--- src/rtl/linear_congruence_combiner_core_defines.svh ---
// assertion macros shared by the rtl modules
`ifndef LINEAR_CONGRUENCE_COMBINER_CORE_DEFINES_SVH
`define LINEAR_CONGRUENCE_COMBINER_CORE_DEFINES_SVH

// same-cycle implication, sampled on clk, off during reset
`define LCC_ASSERT_IMP(lbl, ante, cons) \
	lbl: assert property (@(posedge clk) disable iff (!arst_n) (ante) |-> (cons)) \
		else $error("lcc assertion failed");

// next-cycle implication, sampled on clk, off during reset
`define LCC_ASSERT_NXT(lbl, ante, cons) \
	lbl: assert property (@(posedge clk) disable iff (!arst_n) (ante) |=> (cons)) \
		else $error("lcc assertion failed");

`endif

--- src/rtl/lcc_pkg.sv ---
// types and constants of the linear congruence combiner
package lcc_pkg;

	localparam int IN_W   = 32;
	localparam int ACC_W  = 63;
	localparam int OPA_W  = 64;
	localparam int PROD_W = OPA_W + IN_W;
	localparam int CNT_W  = 7;

	localparam logic [CNT_W-1:0] LONG_STEPS  = CNT_W'(OPA_W);
	localparam logic [CNT_W-1:0] SHORT_STEPS = CNT_W'(IN_W);

	localparam logic [ACC_W-1:0] MOD_MAX = {ACC_W{1'b1}};

	typedef enum logic {
		ALU_MUL,
		ALU_DIV
	} alu_op_t;

	typedef struct packed {
		logic    start;
		alu_op_t op;
		logic    shrt;
	} alu_req_t;

	typedef enum logic [4:0] {
		S_IDLE,
		S_MM,
		S_RM,
		S_AM,
		S_BM,
		S_SM,
		S_S,
		S_ARM,
		S_AR,
		S_GCD,
		S_TD,
		S_MP,
		S_SD,
		S_SDM,
		S_EUC,
		S_EMUL,
		S_EMOD,
		S_UMUL,
		S_U,
		S_PM,
		S_RU,
		S_EMIT
	} state_t;

endpackage

--- src/rtl/lcc_alu.sv ---
// shared shift-add multiplier and restoring divider
`include "linear_congruence_combiner_core_defines.svh"

module lcc_alu (
	input  logic                           clk,
	input  logic                           arst_n,
	input  lcc_pkg::alu_req_t              req,
	input  logic [lcc_pkg::OPA_W-1:0]      opa,
	input  logic [lcc_pkg::IN_W-1:0]       opb,
	output logic                           done,
	output logic [lcc_pkg::OPA_W-1:0]      quot,
	output logic [lcc_pkg::IN_W-1:0]       rem,
	output logic [lcc_pkg::PROD_W-1:0]     prod
);

	logic                            busy_q;
	logic                            done_q;
	lcc_pkg::alu_op_t                op_q;
	logic [lcc_pkg::CNT_W-1:0]       cnt_q;
	logic [lcc_pkg::PROD_W:0]        wk_q;
	logic [lcc_pkg::OPA_W-1:0]       opnd_q;

	logic [lcc_pkg::IN_W:0]          rem_sh;
	logic [lcc_pkg::IN_W+1:0]        trial;
	logic [lcc_pkg::PROD_W:0]        div_nxt;
	logic [lcc_pkg::OPA_W:0]         sum;
	logic [lcc_pkg::PROD_W:0]        mul_nxt;

	// divide step: {rem, dividend} shifts left one bit per cycle
	always_comb begin
		rem_sh = wk_q[lcc_pkg::PROD_W-1 -: (lcc_pkg::IN_W+1)];
		trial  = {1'b0, rem_sh} - {2'b00, opnd_q[lcc_pkg::IN_W-1:0]};
		if (!trial[lcc_pkg::IN_W+1]) begin
			div_nxt = {trial[lcc_pkg::IN_W:0], wk_q[lcc_pkg::OPA_W-2:0], 1'b1};
		end else begin
			div_nxt = {rem_sh, wk_q[lcc_pkg::OPA_W-2:0], 1'b0};
		end
	end

	// multiply step: add multiplicand on multiplier lsb, shift right
	always_comb begin
		sum = wk_q[lcc_pkg::PROD_W:lcc_pkg::IN_W]
			+ (wk_q[0] ? {1'b0, opnd_q} : {(lcc_pkg::OPA_W+1){1'b0}});
		mul_nxt = {1'b0, sum, wk_q[lcc_pkg::IN_W-1:1]};
	end

	always_ff @(posedge clk or negedge arst_n) begin
		if (!arst_n) begin
			busy_q <= 1'b0;
			done_q <= 1'b0;
			cnt_q  <= '0;
		end else begin
			done_q <= 1'b0;
			if (req.start && !busy_q) begin
				busy_q <= 1'b1;
				cnt_q  <= (req.op == lcc_pkg::ALU_DIV && !req.shrt) ?
					lcc_pkg::LONG_STEPS : lcc_pkg::SHORT_STEPS;
			end else if (busy_q) begin
				cnt_q <= cnt_q - 1'b1;
				if (cnt_q == lcc_pkg::CNT_W'(1)) begin
					busy_q <= 1'b0;
					done_q <= 1'b1;
				end
			end
		end
	end

	always_ff @(posedge clk) begin
		if (req.start && !busy_q) begin
			op_q <= req.op;
			unique case (req.op)
				lcc_pkg::ALU_MUL: begin
					opnd_q <= opa;
					wk_q   <= {{(lcc_pkg::OPA_W+1){1'b0}}, opb};
				end
				lcc_pkg::ALU_DIV: begin
					opnd_q <= {{(lcc_pkg::OPA_W-lcc_pkg::IN_W){1'b0}}, opb};
					if (req.shrt) begin
						wk_q <= {{(lcc_pkg::IN_W+1){1'b0}}, opa[lcc_pkg::IN_W-1:0],
							{lcc_pkg::IN_W{1'b0}}};
					end else begin
						wk_q <= {{(lcc_pkg::IN_W+1){1'b0}}, opa};
					end
				end
				default: wk_q <= wk_q;
			endcase
		end else if (busy_q) begin
			wk_q <= (op_q == lcc_pkg::ALU_DIV) ? div_nxt : mul_nxt;
		end
	end

	assign done = done_q;
	assign quot = wk_q[lcc_pkg::OPA_W-1:0];
	assign rem  = wk_q[lcc_pkg::OPA_W +: lcc_pkg::IN_W];
	assign prod = wk_q[lcc_pkg::PROD_W-1:0];

	`LCC_ASSERT_IMP(a_no_start_busy, busy_q, !(req.start && done_q))
	`LCC_ASSERT_NXT(a_done_ends_busy, busy_q && cnt_q == lcc_pkg::CNT_W'(1), done && !busy_q)
	`LCC_ASSERT_IMP(a_done_one_cycle, done_q, !busy_q)

endmodule

--- src/rtl/linear_congruence_combiner_core.sv ---
// linear congruence combiner: sequencer, running state and result register
// Folds congruences coef*x = rhs (mod modulus) into a running solution
// residue (mod combined_mod), starting at (0, 1).
// Input channel in_valid/in_ready carries coef, rhs, modulus, last; a zero
// modulus counts as one. Output channel out_valid/out_ready carries one item
// per accepted congruence, except for an inconsistent congruence and the
// later ones of that system, which give nothing until the one marked last.
// Multiplies and divides run on one shared shift-add multiplier / restoring
// divider; a long divide takes more steps than a short divide or a multiply.
// An item runs a gcd loop and an extended-Euclid loop, with up to about 46
// steps in each loop. An inconsistent item ends after its gcd steps and the
// trial divide; an item after a failure or overflow goes straight to the
// emit state. in_ready is high only while the sequencer is idle.
// A result waits in the output register while the next item is taken; if
// the receiver still stalls when that item is done, the sequencer holds.
// Reset clears the running state to (0, 1) with both flags low; the state
// returns there after each item marked last.
`include "linear_congruence_combiner_core_defines.svh"

module linear_congruence_combiner_core (
	input  logic                          clk,
	input  logic                          arst_n,
	input  logic                          in_valid,
	output logic                          in_ready,
	input  logic [lcc_pkg::IN_W-1:0]      coef,
	input  logic [lcc_pkg::IN_W-1:0]      rhs,
	input  logic [lcc_pkg::IN_W-1:0]      modulus,
	input  logic                          last,
	output logic                          out_valid,
	input  logic                          out_ready,
	output logic [lcc_pkg::ACC_W-1:0]     residue,
	output logic [lcc_pkg::ACC_W-1:0]     combined_mod,
	output logic                          no_solution,
	output logic                          overflowed,
	output logic                          final_res
);

	localparam int W = lcc_pkg::IN_W;

	lcc_pkg::state_t state_q, state_nxt;
	logic            issued_q;

	lcc_pkg::alu_req_t            req;
	logic [lcc_pkg::OPA_W-1:0]    opa;
	logic [W-1:0]                 opb;
	logic                         alu_done;
	logic [lcc_pkg::OPA_W-1:0]    quot;
	logic [W-1:0]                 rem;
	logic [lcc_pkg::PROD_W-1:0]   prod;

	logic [lcc_pkg::ACC_W-1:0] acc_res_q, acc_mod_q;
	logic                      fail_q, ovf_q;
	logic [W-1:0] a_q, b_q, m_q;
	logic         last_q;
	logic [W-1:0] mm_q, rm_q, am_q, bm_q, s_q, t_q, p_q, q_q;
	logic [W-1:0] td_q, mp_q, r0_q, r1_q, c0_q, c1_q, qd_q;
	logic [lcc_pkg::OPA_W-1:0] x_q;

	logic                      out_valid_q;
	logic [lcc_pkg::ACC_W-1:0] res_q, cmod_q;
	logic                      nosol_q, ovfo_q, fin_q;

	logic [W:0]   tsum;
	logic         prod_ovf;
	logic         emit_go;
	logic         skip;

	lcc_alu u_alu (
		.clk    (clk),
		.arst_n (arst_n),
		.req    (req),
		.opa    (opa),
		.opb    (opb),
		.done   (alu_done),
		.quot   (quot),
		.rem    (rem),
		.prod   (prod)
	);

	assign tsum     = {1'b0, bm_q} + {1'b0, m_q} - {1'b0, rem};
	assign prod_ovf = |prod[lcc_pkg::PROD_W-1:lcc_pkg::ACC_W];
	assign emit_go  = (fail_q && !last_q) || !out_valid_q || out_ready;
	// loop exits that need no arithmetic
	assign skip     = (state_q == lcc_pkg::S_GCD && q_q == '0)
		|| (state_q == lcc_pkg::S_EUC && r1_q == '0);

	// next state
	always_comb begin
		state_nxt = state_q;
		unique case (state_q)
			lcc_pkg::S_IDLE:
				if (in_valid) state_nxt = (fail_q || ovf_q) ? lcc_pkg::S_EMIT : lcc_pkg::S_MM;
			lcc_pkg::S_MM:   if (alu_done) state_nxt = lcc_pkg::S_RM;
			lcc_pkg::S_RM:   if (alu_done) state_nxt = lcc_pkg::S_AM;
			lcc_pkg::S_AM:   if (alu_done) state_nxt = lcc_pkg::S_BM;
			lcc_pkg::S_BM:   if (alu_done) state_nxt = lcc_pkg::S_SM;
			lcc_pkg::S_SM:   if (alu_done) state_nxt = lcc_pkg::S_S;
			lcc_pkg::S_S:    if (alu_done) state_nxt = lcc_pkg::S_ARM;
			lcc_pkg::S_ARM:  if (alu_done) state_nxt = lcc_pkg::S_AR;
			lcc_pkg::S_AR:   if (alu_done) state_nxt = lcc_pkg::S_GCD;
			lcc_pkg::S_GCD:  if (q_q == '0) state_nxt = lcc_pkg::S_TD;
			lcc_pkg::S_TD:
				if (alu_done) state_nxt = (rem != '0) ? lcc_pkg::S_EMIT : lcc_pkg::S_MP;
			lcc_pkg::S_MP:   if (alu_done) state_nxt = lcc_pkg::S_SD;
			lcc_pkg::S_SD:   if (alu_done) state_nxt = lcc_pkg::S_SDM;
			lcc_pkg::S_SDM:  if (alu_done) state_nxt = lcc_pkg::S_EUC;
			lcc_pkg::S_EUC:
				priority if (r1_q == '0) state_nxt = lcc_pkg::S_UMUL;
				else if (alu_done)       state_nxt = lcc_pkg::S_EMUL;
			lcc_pkg::S_EMUL: if (alu_done) state_nxt = lcc_pkg::S_EMOD;
			lcc_pkg::S_EMOD: if (alu_done) state_nxt = lcc_pkg::S_EUC;
			lcc_pkg::S_UMUL: if (alu_done) state_nxt = lcc_pkg::S_U;
			lcc_pkg::S_U:    if (alu_done) state_nxt = lcc_pkg::S_PM;
			lcc_pkg::S_PM:
				if (alu_done) state_nxt = prod_ovf ? lcc_pkg::S_EMIT : lcc_pkg::S_RU;
			lcc_pkg::S_RU:   if (alu_done) state_nxt = lcc_pkg::S_EMIT;
			lcc_pkg::S_EMIT: if (emit_go) state_nxt = lcc_pkg::S_IDLE;
			default:         state_nxt = lcc_pkg::S_IDLE;
		endcase
	end

	// unit request and operands
	always_comb begin
		req.start = 1'b0;
		req.op    = lcc_pkg::ALU_DIV;
		req.shrt  = 1'b1;
		opa       = '0;
		opb       = m_q;
		unique case (state_q)
			lcc_pkg::S_MM: begin
				opa = {1'b0, acc_mod_q}; req.shrt = 1'b0;
			end
			lcc_pkg::S_RM: begin
				opa = {1'b0, acc_res_q}; req.shrt = 1'b0;
			end
			lcc_pkg::S_AM: opa = {{W{1'b0}}, a_q};
			lcc_pkg::S_BM: opa = {{W{1'b0}}, b_q};
			lcc_pkg::S_SM: begin
				req.op = lcc_pkg::ALU_MUL; opa = {{W{1'b0}}, am_q}; opb = mm_q;
			end
			lcc_pkg::S_S: begin
				opa = x_q; req.shrt = 1'b0;
			end
			lcc_pkg::S_ARM: begin
				req.op = lcc_pkg::ALU_MUL; opa = {{W{1'b0}}, am_q}; opb = rm_q;
			end
			lcc_pkg::S_AR: begin
				opa = x_q; req.shrt = 1'b0;
			end
			lcc_pkg::S_GCD: begin
				opa = {{W{1'b0}}, p_q}; opb = q_q;
			end
			lcc_pkg::S_TD: begin
				opa = {{W{1'b0}}, t_q}; opb = p_q;
			end
			lcc_pkg::S_MP: begin
				opa = {{W{1'b0}}, m_q}; opb = p_q;
			end
			lcc_pkg::S_SD: begin
				opa = {{W{1'b0}}, s_q}; opb = p_q;
			end
			lcc_pkg::S_SDM: begin
				opa = {{W{1'b0}}, x_q[W-1:0]}; opb = mp_q;
			end
			lcc_pkg::S_EUC: begin
				opa = {{W{1'b0}}, r0_q}; opb = r1_q;
			end
			lcc_pkg::S_EMUL: begin
				req.op = lcc_pkg::ALU_MUL; opa = {{W{1'b0}}, qd_q}; opb = c1_q;
			end
			lcc_pkg::S_EMOD, lcc_pkg::S_U: begin
				opa = x_q; opb = mp_q; req.shrt = 1'b0;
			end
			lcc_pkg::S_UMUL: begin
				req.op = lcc_pkg::ALU_MUL; opa = {{W{1'b0}}, td_q}; opb = c0_q;
			end
			lcc_pkg::S_PM: begin
				req.op = lcc_pkg::ALU_MUL; opa = {1'b0, acc_mod_q}; opb = mp_q;
			end
			lcc_pkg::S_RU: begin
				req.op = lcc_pkg::ALU_MUL; opa = {1'b0, acc_mod_q}; opb = qd_q;
			end
			default: opa = '0;
		endcase
		req.start = (state_q != lcc_pkg::S_IDLE) && (state_q != lcc_pkg::S_EMIT)
			&& !issued_q && !skip;
	end

	assign in_ready = (state_q == lcc_pkg::S_IDLE);

	always_ff @(posedge clk or negedge arst_n) begin
		if (!arst_n) begin
			state_q     <= lcc_pkg::S_IDLE;
			issued_q    <= 1'b0;
			acc_res_q   <= '0;
			acc_mod_q   <= lcc_pkg::ACC_W'(1);
			fail_q      <= 1'b0;
			ovf_q       <= 1'b0;
			out_valid_q <= 1'b0;
		end else begin
			state_q <= state_nxt;
			if (alu_done) begin
				issued_q <= 1'b0;
			end else if (req.start) begin
				issued_q <= 1'b1;
			end
			if (state_q == lcc_pkg::S_EMIT && emit_go && (!fail_q || last_q)) begin
				out_valid_q <= 1'b1;
			end else if (out_valid_q && out_ready) begin
				out_valid_q <= 1'b0;
			end
			unique case (state_q)
				lcc_pkg::S_TD:
					if (alu_done && rem != '0) fail_q <= 1'b1;
				lcc_pkg::S_PM:
					if (alu_done && prod_ovf) begin
						ovf_q     <= 1'b1;
						acc_mod_q <= lcc_pkg::MOD_MAX;
						acc_res_q <= '0;
					end
				lcc_pkg::S_RU:
					if (alu_done) begin
						acc_res_q <= acc_res_q + prod[lcc_pkg::ACC_W-1:0];
						acc_mod_q <= x_q[lcc_pkg::ACC_W-1:0];
					end
				lcc_pkg::S_EMIT:
					if (emit_go && last_q) begin
						acc_res_q <= '0;
						acc_mod_q <= lcc_pkg::ACC_W'(1);
						fail_q    <= 1'b0;
						ovf_q     <= 1'b0;
					end
				default: fail_q <= fail_q;
			endcase
		end
	end

	// working registers
	always_ff @(posedge clk) begin
		if (state_q == lcc_pkg::S_IDLE && in_valid) begin
			a_q    <= coef;
			b_q    <= rhs;
			m_q    <= (modulus == '0) ? W'(1) : modulus;
			last_q <= last;
		end
		if (state_q == lcc_pkg::S_EMIT && emit_go && (!fail_q || last_q)) begin
			res_q   <= fail_q ? '0 : acc_res_q;
			cmod_q  <= fail_q ? lcc_pkg::ACC_W'(1) : acc_mod_q;
			nosol_q <= fail_q;
			ovfo_q  <= ovf_q;
			fin_q   <= last_q;
		end
		if (alu_done) begin
			unique case (state_q)
				lcc_pkg::S_MM:  mm_q <= rem;
				lcc_pkg::S_RM:  rm_q <= rem;
				lcc_pkg::S_AM:  am_q <= rem;
				lcc_pkg::S_BM:  bm_q <= rem;
				lcc_pkg::S_SM, lcc_pkg::S_ARM, lcc_pkg::S_EMUL, lcc_pkg::S_UMUL:
					x_q <= prod[lcc_pkg::OPA_W-1:0];
				lcc_pkg::S_S: begin
					s_q <= rem;
					p_q <= m_q;
					q_q <= rem;
				end
				// t = (b - a*r) mod m, operands already below m
				lcc_pkg::S_AR:
					t_q <= (tsum >= {1'b0, m_q}) ? W'(tsum - {1'b0, m_q}) : tsum[W-1:0];
				lcc_pkg::S_GCD: begin
					p_q <= q_q;
					q_q <= rem;
				end
				lcc_pkg::S_TD:  td_q <= quot[W-1:0];
				lcc_pkg::S_MP:  mp_q <= quot[W-1:0];
				lcc_pkg::S_SD:  x_q  <= quot;
				lcc_pkg::S_SDM: begin
					r0_q <= rem;
					r1_q <= mp_q;
					c0_q <= (mp_q == W'(1)) ? '0 : W'(1);
					c1_q <= '0;
				end
				lcc_pkg::S_EUC: begin
					qd_q <= quot[W-1:0];
					r0_q <= r1_q;
					r1_q <= rem;
				end
				// coefficients kept reduced mod m'
				lcc_pkg::S_EMOD: begin
					c0_q <= c1_q;
					c1_q <= (c0_q >= rem) ? c0_q - rem : c0_q + mp_q - rem;
				end
				lcc_pkg::S_U:   qd_q <= rem;
				lcc_pkg::S_PM:  x_q  <= prod[lcc_pkg::OPA_W-1:0];
				default:        mm_q <= mm_q;
			endcase
		end
	end

	assign out_valid    = out_valid_q;
	assign residue      = res_q;
	assign combined_mod = cmod_q;
	assign no_solution  = nosol_q;
	assign overflowed   = ovfo_q;
	assign final_res    = fin_q;

	`LCC_ASSERT_IMP(a_mod_nonzero, 1'b1, acc_mod_q != '0)
	`LCC_ASSERT_NXT(a_accept_busy, in_valid && in_ready, !in_ready)
	`LCC_ASSERT_IMP(a_done_issued, alu_done, issued_q)
	`LCC_ASSERT_IMP(a_fail_res_clear, out_valid && no_solution, residue == '0)

endmodule
--- config.mk ---
export PLATFORM = sky130hd
export DESIGN_NAME = linear_congruence_combiner_core
export DESIGN_NICKNAME = d
export VERILOG_FILES = /design/src/rtl/lcc_pkg.sv /design/src/rtl/lcc_alu.sv /design/src/rtl/linear_congruence_combiner_core.sv
export VERILOG_INCLUDE_DIRS = /design/src /design/src/rtl
export SDC_FILE = /design/constraint.sdc
export NUM_CORES = 2
export LEC_CHECK = 0
export BUFFER_PORTS_ARGS = -buffer_cell sky130_fd_sc_hd__buf_2
export CORE_MARGIN = 10
export CORE_UTILIZATION = 50
export CTS_CLUSTER_SIZE = 40
export DETAILED_ROUTE_END_ITERATION = 6
export PLACE_DENSITY = 0.67
export SYNTH_ARGS = -nofsm -noshare
export SYNTH_HDL_FRONTEND = slang
export SYNTH_SLANG_ARGS = --single-unit
--- constraint.sdc ---
create_clock -name clk -period 33.8 [get_ports clk]
set_input_delay 3.38 -clock clk [delete_from_list [all_inputs] [get_ports clk]]
set_output_delay 3.38 -clock clk [all_outputs]
set_load 0.005 [all_outputs]
==> out/results.ini <==
[route]
firstDrtPassIters=7
vias=53774
wl_per_cell_um=32.61
drt_wl_total_mm=261.2
drtIter0Drc=8929
drcViolationCount=72
drtAntennaViolNets=0
vias_per_cell=6.714

[pwr]
power.total_uw=8196
p_leak_uw=0.02777
power.density_nw_per_um2=116.6
peakVddDrop_mv=0.08151

[worst_setup_path]
critPathBufInv=4
crit_path_start_kind=flip-flop
cp.required_ns=34.30
max_stage_delay_ns=0.45
end_kind=flip-flop
crit_slowest_cell=ha_1
worst_ep_arrival_time_ns=7.13
cp_max_fo=27
crit_family=compound AO/OA/AOI/OAI gates
crit_type=flip-flop to flip-flop

[clock_network]
clk_path_buf_depth=3
root_buffer=clkbuf_16
cts_sinks=1076
cts_buffers=116
cts_hold_buf=0
clkLatencyLatePin_ns=0.78
post-cts-setup-buffers=0
htreeDepth=3
cts_tree=built
clk_pin_slew_ns=0.06
ctsResizeCount=0

[final_layout]
utilization_pct=55.83
n_fill_cell=11033
multiInputGateArea_um2=29260
final_nets=6711
ff_latch_area_um2=31600
drive_gt1_share_pct=9.844
syn_to_final_growth_pct=10.78

[sta]
holdWs_ns=0.4958
period_share_pct=19.64
slew-limit-headroom_pct=-0.07522
hold_violations=0
period_minus_slack_ns=6.638
slew_violations=1
setup_tns_ns=0
tightest_slew_ns=1.501
fmax_ghz=0.1507
finalSetupViolCount=0
skew_ns=0.04465
rsz0062_at_grt=false

[logic_synthesis]
ys_ff_latch=1076
synth_edf_count=932
ys_types=104
synth_commonest_cells=932 x edfxtp_1, 619 x nand2_1, 410 x a21oi_1
async_reset_ff_share_pct=13.38
syn-cell-area_um2=63450
synth_area_leaders=edfxtp_1 44%, ha_1 5.7%, dfrtp_1 5.6%
yosysSeqAreaShare_pct=49.79
synth_top_area_cell=edfxtp_1
syn_area_per_cell_um2=10.32
synth_warnings=0
yosysTopAreaCellShare_pct=44.11
syn-num-nets=6607
synthMostInstantiatedCell=edfxtp_1
synth_ff_type=edfxtp_1
netlist_instances=6150

[global_routing]
gr-total-overflow=0
grt_max_degree=104
grt_first_pass_wirelength_mm=367.4
grt_pass1_vias=49745
gr-usage-all-layers_pct=35.63
antenna_found_initial=27

[run]
maxCapViolations=0

[floorplan]
die_w_um=376.2
start_util_pct=50.40
die-area_um2=141600
die_h_um=376.2
fp.coreArea_um2=125900
std_cell_rows=130
pin_count=232

[place]
io_buffer_count=231
place_hpwl_mm=196.4
place.gp.congestion=1.034

[run_status]
status=complete, but fails checks
violations=design-rule violations, max-slew violations

[worst_hold_path]
hold_path.class=flip-flop to flip-flop

[metal layers]
metal	wire length [um]	share of wire (%)	vias up	track usage (%)
met5	225	0.086	-	0.9259
met4	17840	6.8	20	20.20
met3	37880	15	676	11.53
met2	106200	41	3959	49.94
met1	99020	38	26016	48.09
li1	-	-	23103	-
[area by class of cell]
class,instances,share of cell area [%]
antenna,10,0.03560
clock buffer,147,4.411
clock inverter,66,0.9327
inverter,397,2.124
multi-input combinational,4309,41.63
sequential,1076,44.95
tap,1650,2.937
timing repair buffer,354,2.985
[worst paths after layout]
path	startpoint	endpoint	slack [ns]	cells after the start
hold reg to reg	ovf_q$_DFFE_PN0P_	overflowed$_DFFE_PP_	0.50	0
hold / removal	ovf_q$_DFFE_PN0P_	overflowed$_DFFE_PP_	0.50	0
min in group asynchronous	arst_n	acc_mod_q[51]$_DFFE_PN0P_	2.54	1
setup reg to reg	u_alu.wk_q[64]$_SDFFCE_PP0P_	t_q[2]$_DFFE_PP_	27.16	25
setup / recovery	u_alu.wk_q[64]$_SDFFCE_PP0P_	t_q[2]$_DFFE_PP_	27.16	25
max in group asynchronous	arst_n	fail_q$_DFFE_PN0P_	29.31	3
[cells in the final DEF, fill, tap and decap left out, types with 103 or more instances in the layout]
cell type	n
edfxtp_1	932
nand2_1	617
a21oi_1	407
inv_1	390
nor2_1	376
o21ai_0	342
ha_1	288
buf_2	230
nor2b_1	162
xnor2_1	145
a21o_1	144
dfrtp_1	142
nand3_1	139
a22oi_1	136
buf_4	122
clkbuf_16	117
and2_1	116
a221oi_1	103
[power breakdown]
group / internal (uW) / switching (uW) / leakage (uW)
logic: 1660 / 3090 / 0.0155
clock network: 732 / 571 / 0.00183
registers: 1830 / 317 / 0.0104
[metrics by stage]
step / area (um^2) / instances / worst slack, ns
detailed placement: 66510 / 7786 / 27.29
CTS: 70270 / 7999 / 27.28
global placement: 66510 / 7786 / 27.38
floorplan: 63450 / 6150 / 22.01
global route: 70270 / 8001 / 26.80
finish: 70290 / 8009 / 27.16
[registers in the layout, summed over array words and instances, names as in the netlist, 63 cells and up]
signal,flops
u_alu.wk_q,97
u_alu.opnd_q,64
x_q,64
acc_mod_q,63
acc_res_q,63
combined_mod,63
residue,63
[cell families after synthesis]
kind of cell	after synthesis	share of synthesized area, %
adders and majority gates	356	7.824
muxes	84	1.390
xor gates and xnor gates	242	3.340
other	1	0.005910
DFF	1076	49.79
and+or+nand+nor	1771	13.23
AOI/OAI and AO/OA	1855	19.80
buffers and inverters	765	4.624
No activity file was read; power rests on OpenSTA's default activity.
